`config.mk`:
```
export PLATFORM = sky130hd
export DESIGN_NAME = pulse_ramp_profile_generator_top
export DESIGN_NICKNAME = d
export VERILOG_FILES = /design/src/rtl/core/prpg_pkg.sv /design/src/rtl/core/pulse_ramp_profile_generator_top.sv
export SDC_FILE = /design/constraint.sdc
export NUM_CORES = 2
export LEC_CHECK = 0
export BUFFER_PORTS_ARGS = -buffer_cell sky130_fd_sc_hd__buf_4
export CORE_MARGIN = 1.5
export CORE_UTILIZATION = 59
export DETAILED_ROUTE_END_ITERATION = 12
export GPL_TIMING_DRIVEN = 0
export PLACE_DENSITY_LB_ADDON = 0.1
export SLEW_MARGIN = 30
export SYNTH_ARGS = -nofsm -noshare
export SYNTH_HDL_FRONTEND = slang
export SYNTH_SLANG_ARGS = --single-unit
```
`constraint.sdc`:
```
create_clock -name clk -period 8.2 [get_ports clk]
set_input_delay 0.41 -clock clk [delete_from_list [all_inputs] [get_ports clk]]
set_output_delay 0.41 -clock clk [all_outputs]
set_load 0.1 [all_outputs]
```
`src/rtl/core/prpg_pkg.sv`:
```
// Package for the pulse ramp profile generator: sequencer states, phase codes,
// register indexes and fixed arithmetic constants.
// No dependencies.
package prpg_pkg;

    typedef enum logic [2:0] {
        ST_IDLE,
        ST_MUL,
        ST_SUM,
        ST_DIV,
        ST_SCALE,
        ST_SAT,
        ST_OUT
    } state_t;

    // ramp_phase codes
    localparam logic [1:0] PHASE_DECEL  = 2'd0;
    localparam logic [1:0] PHASE_ACCEL  = 2'd1;
    localparam logic [1:0] PHASE_CRUISE = 2'd2;
    localparam logic [1:0] PHASE_HOLD   = 2'd3;

    // configuration register indexes
    localparam int unsigned CFG_IDX_BITS  = 3;
    localparam int unsigned CFG_DATA_BITS = 24;
    localparam logic [CFG_IDX_BITS-1:0] REG_PERIOD_MODE  = 3'd0;
    localparam logic [CFG_IDX_BITS-1:0] REG_RAMP_MS      = 3'd1;
    localparam logic [CFG_IDX_BITS-1:0] REG_START_FREQ   = 3'd2;
    localparam logic [CFG_IDX_BITS-1:0] REG_RAMP_RATE    = 3'd3;
    localparam logic [CFG_IDX_BITS-1:0] REG_TARGET_FREQ  = 3'd4;
    localparam logic [CFG_IDX_BITS-1:0] REG_TOTAL_PULSES = 3'd5;

    // divider geometry: dividend fits 30 bits, divisor clamped to 31 bits
    localparam int unsigned DVD_BITS   = 30;
    localparam int unsigned DIVR_BITS  = 31;
    localparam int unsigned LIMIT_BITS = 20;
    localparam int unsigned START_BITS = 33;
    localparam int unsigned CNT5_BITS  = 5;

    localparam logic [DVD_BITS-1:0]   DIVIDEND_PERIOD = 30'd1_000_000_000;
    localparam logic [DVD_BITS-1:0]   DIVIDEND_CRUISE = 30'd100_000_000;
    localparam logic [15:0]           SCALE_K         = 16'd10000;
    localparam logic [START_BITS-1:0] START_K_SCALED  = 33'd100000;
    localparam logic [START_BITS-1:0] START_K_PLAIN   = 33'd10;
    localparam logic [LIMIT_BITS-1:0] RAMP_TICKS_K    = 20'd10;

endpackage

```
`src/rtl/core/pulse_ramp_profile_generator_top.sv`:
```
// Pulse ramp profile generator: trapezoidal ramp sequencer with one shared
// multiplier and a radix-2 restoring divider. Depends on prpg_pkg.
//
// Usage:
//   Input channel (in_valid/in_ready, pulses_remaining) carries one timer
//   tick per transaction. Output channel (out_valid/out_ready) returns one
//   transaction per tick: period_word, write_valid, divide_fault, ramp_phase.
//   Config port (cfg_we, cfg_index, cfg_data) writes one register per cycle;
//   write only while the block is idle.
//   Processing: accelerating/decelerating ticks pass through multiply, sum,
//   the divider loop, scale and, for the scaled period, saturate; cruise
//   start goes through the divider loop and scale; holding ticks and a zero
//   cruise target go straight to output, a zero period divisor after sum.
//   The 30-step divider loop dominates; one tick is in flight at a time, and
//   after the output handshake the block returns to idle before the next tick.
//   in_ready is high only in idle; the result is held in output registers
//   while out_ready is low, and the next tick is taken after it leaves.
//   Reset (rst_n low, async) restores register defaults and clears the ramp
//   counters; no clearing pass is needed.
module pulse_ramp_profile_generator_top #(
    parameter int unsigned COUNT_BITS = 24,
    parameter int unsigned STEP_BITS  = 20
) (
    input  logic                                 clk,
    input  logic                                 rst_n,
    input  logic                                 cfg_we,
    input  logic [prpg_pkg::CFG_IDX_BITS-1:0]    cfg_index,
    input  logic [prpg_pkg::CFG_DATA_BITS-1:0]   cfg_data,
    input  logic                                 in_valid,
    output logic                                 in_ready,
    input  logic [23:0]                          pulses_remaining,
    output logic                                 out_valid,
    input  logic                                 out_ready,
    output logic [31:0]                          period_word,
    output logic                                 write_valid,
    output logic                                 divide_fault,
    output logic [1:0]                           ramp_phase
);
    import prpg_pkg::*;

    localparam int unsigned MAW  = (STEP_BITS > DVD_BITS) ? STEP_BITS : DVD_BITS;
    localparam int unsigned MW   = MAW + 16;
    localparam int unsigned SW   = MW + 1;
    localparam int unsigned CW   = (STEP_BITS > LIMIT_BITS) ? STEP_BITS : LIMIT_BITS;
    localparam int unsigned CNTW = (COUNT_BITS > 24) ? COUNT_BITS : 24;

    state_t state_reg, state_next;

    logic                    period_mode_reg;
    logic [15:0]             ramp_ms_reg;
    logic [15:0]             start_freq_reg;
    logic [15:0]             ramp_rate_reg;
    logic [23:0]             target_freq_reg;
    logic [23:0]             total_pulses_reg;

    logic [STEP_BITS-1:0]    ramp_step_reg, ramp_step_next;
    logic [STEP_BITS-1:0]    decel_step_reg, decel_step_next;
    logic [COUNT_BITS-1:0]   accel_cnt_reg, accel_cnt_next;

    logic [STEP_BITS-1:0]    step_op_reg, step_op_next;
    logic [MW-1:0]           prod_reg, prod_next;
    logic [DIVR_BITS-1:0]    divisor_reg, divisor_next;
    logic [DVD_BITS-1:0]     dvd_reg, dvd_next;
    logic [DIVR_BITS-1:0]    rem_reg, rem_next;
    logic [CNT5_BITS-1:0]    bit_cnt_reg, bit_cnt_next;
    logic [31:0]             word_reg, word_next;
    logic                    fault_reg, fault_next;
    logic                    valid_reg, valid_next;
    logic [1:0]              phase_reg, phase_next;

    // tick classification
    logic [LIMIT_BITS-1:0]   limit;
    logic                    is_decel, ramp_lt, ramp_eq;
    logic [STEP_BITS-1:0]    ramp_inc, decel_dec;
    logic [CNTW-1:0]         cnt_diff;

    // shared multiplier
    logic [MAW-1:0]          mul_a;
    logic [15:0]             mul_b;
    logic [MW-1:0]           mul_p;

    // divisor formation and divider step
    logic [START_BITS-1:0]   start_term;
    logic [SW-1:0]           div_sum;
    logic [DIVR_BITS:0]      trial, trial_sub;
    logic                    trial_ge;
    logic                    div_last;

    assign limit     = ramp_ms_reg * RAMP_TICKS_K;
    assign is_decel  = CNTW'(pulses_remaining) < CNTW'(accel_cnt_reg);
    assign ramp_lt   = CW'(ramp_step_reg) < CW'(limit);
    assign ramp_eq   = CW'(ramp_step_reg) == CW'(limit);
    assign ramp_inc  = ramp_step_reg + STEP_BITS'(1);
    assign decel_dec = (decel_step_reg != '0) ? decel_step_reg - STEP_BITS'(1) : decel_step_reg;
    assign cnt_diff  = CNTW'(total_pulses_reg) - CNTW'(pulses_remaining);

    assign mul_a = (state_reg == ST_MUL) ? MAW'(step_op_reg) : MAW'(dvd_reg);
    assign mul_b = (state_reg == ST_MUL) ? ramp_rate_reg : SCALE_K;
    assign mul_p = MW'(mul_a) * MW'(mul_b);

    assign start_term = period_mode_reg ? START_BITS'(start_freq_reg) * START_K_SCALED
                                        : START_BITS'(start_freq_reg) * START_K_PLAIN;
    assign div_sum    = SW'(prod_reg) + SW'(start_term);

    assign trial     = {rem_reg, dvd_reg[DVD_BITS-1]};
    assign trial_ge  = trial >= {1'b0, divisor_reg};
    assign trial_sub = trial - {1'b0, divisor_reg};
    assign div_last  = bit_cnt_reg == CNT5_BITS'(DVD_BITS - 1);

    // next state
    always_comb
    begin
        state_next = state_reg;
        case (state_reg)
            ST_IDLE:
            begin
                if (in_valid)
                begin
                    if (is_decel || ramp_lt)
                        state_next = ST_MUL;
                    else if (ramp_eq && (target_freq_reg != '0))
                        state_next = ST_DIV;
                    else
                        state_next = ST_OUT;
                end
            end
            ST_MUL:   state_next = ST_SUM;
            ST_SUM:   state_next = (div_sum == '0) ? ST_OUT : ST_DIV;
            ST_DIV:   state_next = div_last ? ST_SCALE : ST_DIV;
            ST_SCALE:
            begin
                if (period_mode_reg && (phase_reg != PHASE_CRUISE))
                    state_next = ST_SAT;
                else
                    state_next = ST_OUT;
            end
            ST_SAT:   state_next = ST_OUT;
            ST_OUT:   state_next = out_ready ? ST_IDLE : ST_OUT;
            default:  state_next = ST_IDLE;
        endcase
    end

    // handshake outputs
    always_comb
    begin
        in_ready  = 1'b0;
        out_valid = 1'b0;
        case (state_reg)
            ST_IDLE: in_ready  = 1'b1;
            ST_OUT:  out_valid = 1'b1;
            default:
            begin
                in_ready  = 1'b0;
                out_valid = 1'b0;
            end
        endcase
    end

    // datapath
    always_comb
    begin
        ramp_step_next  = ramp_step_reg;
        decel_step_next = decel_step_reg;
        accel_cnt_next  = accel_cnt_reg;
        step_op_next    = step_op_reg;
        prod_next       = prod_reg;
        divisor_next    = divisor_reg;
        dvd_next        = dvd_reg;
        rem_next        = rem_reg;
        bit_cnt_next    = bit_cnt_reg;
        word_next       = word_reg;
        fault_next      = fault_reg;
        valid_next      = valid_reg;
        phase_next      = phase_reg;
        case (state_reg)
            ST_IDLE:
            begin
                if (in_valid)
                begin
                    word_next  = '0;
                    fault_next = 1'b0;
                    valid_next = 1'b1;
                    if (is_decel)
                    begin
                        decel_step_next = decel_dec;
                        step_op_next    = decel_dec;
                        phase_next      = PHASE_DECEL;
                    end
                    else if (ramp_lt)
                    begin
                        ramp_step_next  = ramp_inc;
                        decel_step_next = ramp_inc;
                        accel_cnt_next  = cnt_diff[COUNT_BITS-1:0];
                        step_op_next    = ramp_inc;
                        phase_next      = PHASE_ACCEL;
                    end
                    else if (ramp_eq)
                    begin
                        ramp_step_next = ramp_inc;
                        accel_cnt_next = cnt_diff[COUNT_BITS-1:0];
                        phase_next     = PHASE_CRUISE;
                        divisor_next   = DIVR_BITS'(target_freq_reg);
                        dvd_next       = DIVIDEND_CRUISE;
                        rem_next       = '0;
                        bit_cnt_next   = '0;
                        if (target_freq_reg == '0)
                        begin
                            word_next  = '1;
                            fault_next = 1'b1;
                        end
                    end
                    else
                    begin
                        valid_next = 1'b0;
                        phase_next = PHASE_HOLD;
                    end
                end
            end
            ST_MUL:
            begin
                prod_next = mul_p;
            end
            ST_SUM:
            begin
                dvd_next     = DIVIDEND_PERIOD;
                rem_next     = '0;
                bit_cnt_next = '0;
                // anything at or above 2^31 exceeds the dividend: quotient is zero
                divisor_next = (|div_sum[SW-1:DIVR_BITS]) ? '1 : div_sum[DIVR_BITS-1:0];
                if (div_sum == '0)
                begin
                    word_next  = '1;
                    fault_next = 1'b1;
                end
            end
            ST_DIV:
            begin
                rem_next     = trial_ge ? trial_sub[DIVR_BITS-1:0] : trial[DIVR_BITS-1:0];
                dvd_next     = {dvd_reg[DVD_BITS-2:0], trial_ge};
                bit_cnt_next = bit_cnt_reg + CNT5_BITS'(1);
            end
            ST_SCALE:
            begin
                prod_next = mul_p;
                word_next = 32'(dvd_reg);
            end
            ST_SAT:
            begin
                word_next = (|prod_reg[MW-1:32]) ? '1 : prod_reg[31:0];
            end
            ST_OUT:
            begin
                word_next = word_reg;
            end
            default:
            begin
                word_next = word_reg;
            end
        endcase
    end

    always_ff @(posedge clk or negedge rst_n)
    begin
        if (!rst_n)
        begin
            state_reg        <= ST_IDLE;
            period_mode_reg  <= 1'b0;
            ramp_ms_reg      <= 16'd100;
            start_freq_reg   <= 16'd100;
            ramp_rate_reg    <= 16'd1;
            target_freq_reg  <= 24'd1000;
            total_pulses_reg <= '0;
            ramp_step_reg    <= '0;
            decel_step_reg   <= '0;
            accel_cnt_reg    <= '0;
        end
        else
        begin
            state_reg      <= state_next;
            ramp_step_reg  <= ramp_step_next;
            decel_step_reg <= decel_step_next;
            accel_cnt_reg  <= accel_cnt_next;
            if (cfg_we)
            begin
                case (cfg_index)
                    REG_PERIOD_MODE:  period_mode_reg  <= cfg_data[0];
                    REG_RAMP_MS:      ramp_ms_reg      <= cfg_data[15:0];
                    REG_START_FREQ:   start_freq_reg   <= cfg_data[15:0];
                    REG_RAMP_RATE:    ramp_rate_reg    <= cfg_data[15:0];
                    REG_TARGET_FREQ:  target_freq_reg  <= cfg_data[23:0];
                    REG_TOTAL_PULSES: total_pulses_reg <= cfg_data[23:0];
                    default:          period_mode_reg  <= period_mode_reg;
                endcase
            end
        end
    end

    always_ff @(posedge clk)
    begin
        step_op_reg <= step_op_next;
        prod_reg    <= prod_next;
        divisor_reg <= divisor_next;
        dvd_reg     <= dvd_next;
        rem_reg     <= rem_next;
        bit_cnt_reg <= bit_cnt_next;
        word_reg    <= word_next;
        fault_reg   <= fault_next;
        valid_reg   <= valid_next;
        phase_reg   <= phase_next;
    end

    assign period_word  = word_reg;
    assign write_valid  = valid_reg;
    assign divide_fault = fault_reg;
    assign ramp_phase   = phase_reg;

endmodule
```
==> flow_summary.ini <==
[detailed_routing]
routed_wl_um = 118000
via_per_inst = 5.91
postRouteAntennaNets = 0
drc = 0
dr_total_vias = 32515
drt_iter0_markers = 2787
dr.pass1.iters = 6
avgRoutedWirePerCell_um = 21.4

[run_status]
status = complete, no violations

[clocking]
cts_tree = done
h-tree-depth = 2
clockBufferDepth = 3
clk_latency_ns = 0.59
cts_inserted_buffers = 43
root_buffer = clkbuf_16
clk_pin_slew_ns = 0.06
clock_sinks = 363

[sta]
hold_viol = 0
maxSlewHeadroom_pct = 38.3
max_clock_freq_mhz = 122
post-route-period-util_pct = 99.9
setup_viol = 0
clock_skew_ns = 0.0269
worst_pin_slew_ns = 0.922
rsz0062_at_grt = true
fin_setup_tns_ns = 0
hold_slack_ns = 0.0919
fin_crit_ns = 8.19
slew_violations = 0

[critical_path]
cp-startpoint = start_freq_reg[6]
slowest_delay_ns = 0.63
crit_path_start_kind = register
critical_path_class = register to register
slowest_stage = dfstp_2
rr_startpoint = start_freq_reg[6]
worst_setup_path_end_kind = register
critical_path_peak_fanout = 16
cp.required_ns = 8.47
critical_path_arrival_ns = 8.46
worst_path_most_repeated_cell = fa_1

[finish]
drive_gt1_share_pct = 11.7
fin_nets = 5479
area_growth_pct = 13.2
postLayoutCoreUtil_pct = 67.8
diodes = 0
largest_register_ffs = 46
fin_cells = 5501

[floorplanning]
die_x_um = 265
fp.coreArea_um2 = 67600
fp.dieArea_um2 = 70300
initial_core_util_pct = 59.9
die_y_um = 265
io_pins = 94
rows = 95

[global_route]
grt_pass1_vias = 32351
grt_max_degree = 61
antenna_found_initial = 5
grt_pass1_wl_um = 182000
grt_overflow_total = 0
grt_usage_pct = 33.7

[synthesis]
yosysWarnings = 0
netlist_area_um2 = 40500
ys_ff_latch = 363
synth_flop_cell = edfxtp_1
avgSynthCellArea_um2 = 9.45
ys_async_sr_fraction_pct = 45.2
yosysUniqueCellTypes = 91
syn_inst = 4288
seq_area_frac_synth_pct = 24.9
synth_edf_count = 199

[placement]
globalplace.congestion = 0.983
dp.final_hpwl_um = 93200
placed_cells = 5372
port-buffer-count = 92

[min_path]
hp-start = cfg_data[16]
hold_class = primary input to register

[run]
cap_violations = 0
-- cell usage after synthesis, drive strengths merged, types with 25 or more instances --
library cell	count	share of area, %
inv	652	6.0
fa	437	22
nand2	432	4.0
ha	392	12
a21oi	245	3.0
nor2	218	2.0
edfxtp	199	15
o21ai	191	2.4
dfrtp	151	9.3
clkbuf	130	1.2
xnor2	128	2.8
and3	116	1.8
a21o	107	2.0
nand3	102	1.3
mux2	100	2.8
xor2	61	1.3
nor3	60	0.74
and2	55	0.85
o21a	45	0.83
a31oi	40	0.62
nand4	39	0.60
mux2i	36	0.89
nand2b	30	0.46
a211oi	29	0.55
nor2b	28	0.43
buf	25	0.33
-- path summary, 6_finish.rpt --
path,cells after the start,to,slack (ns)
worst max-delay path,28,period_word[5],0.01
worst min-delay path,2,target_freq_reg[16],0.09
worst max register to register,28,period_word[5],0.01
worst min register to register,2,accel_cnt_reg[12],0.48
max in group asynchronous,4,ramp_ms_reg[5],6.85
min in group asynchronous,2,accel_cnt_reg[2],0.32
-- logic make-up (layout without fill, tap and decap cells) --
group | Yosys count | in the layout | share of synthesized area [%]
other | 2 | 110 | 0.0185
xor gates and xnor gates | 189 | 189 | 4.08
AOI/OAI and AO/OA | 803 | 803 | 12.5
buffers and inverters | 808 | 1038 | 7.59
and+or+nand+nor | 1158 | 1160 | 13.6
DFF | 363 | 363 | 24.9
muxes | 136 | 136 | 3.67
adders and majority gates | 829 | 829 | 33.7
-- cells in the final DEF, fill, tap and decap left out, types with 14 or more instances in the layout --
cell type	instances
a211oi_1	21
o21bai_1	18
conb_1	110
fa_1	435
dfrtp_1	145
clkbuf_1	112
inv_1	645
and2_1	48
clkbuf_16	48
nand4_1	39
or3_1	17
mux2i_1	34
ha_1	361
a21oi_1	223
o21a_1	44
a21o_1	107
edfxtp_1	199
a31oi_1	29
buf_4	146
nor2b_1	28
nor3_1	57
and3_1	114
a21boi_0	14
o21ai_0	175
nor2_1	213
xor2_1	59
ha_4	23
a21oi_2	22
nand2_1	430
nor4_1	17
nand2b_1	30
xnor2_1	127
mux2_2	99
nand3_1	102
-- repair_timing --
action	4_1_cts	5_1_grt
setup buffers	30	24
gates cloned	2	2
setup endpoints to repair	95	78
resized for setup	111	107
hold buffers	1	0
hold endpoints to repair	42	0
pin swaps	39	17
-- per-layer routing --
layer	routed length [um]	track usage, %	vias up
met5	13	0	-
met4	4390	10.9	2
met3	11500	7.68	252
met2	51600	51.6	1401
met1	50200	47.6	15908
li1	-	-	14952
-- cell type report --
class                           instances  area [um^2]
Tap cell                              873         1090
Fill cell                            5429        21800
Clock inverter                         21          230
Buffer                                146          682
Inverter                              653         2450
Multi-Input combinational cell       3227        28600
Clock buffer                           58         1250
Sequential cell                       363        10100
Timing Repair Buffer                  160         1420
-- stage by stage --
step,area [um^2],worst slack (ns)
after floorplan,41000,0.0200
after global placement,42700,-1.76
after detailed placement,43000,-1.81
after CTS,45200,-0.0532
after global routing,45900,-0.189
final,45900,0.0112
-- worst max-delay path, delay by kind of cell (launching register included) --
family                     cells  cell delay, ns
adders and majority gates      7            2.47
and+or+nand+nor                9            2.17
AOI/OAI and AO/OA              9            2.05
DFF                            1            0.63
muxes                          1            0.40
buffers and inverters          2            0.12
Power is left out: the tool's default activity adds up to more than one toggle a clock period on the data nets, which glitch-free logic cannot reach.
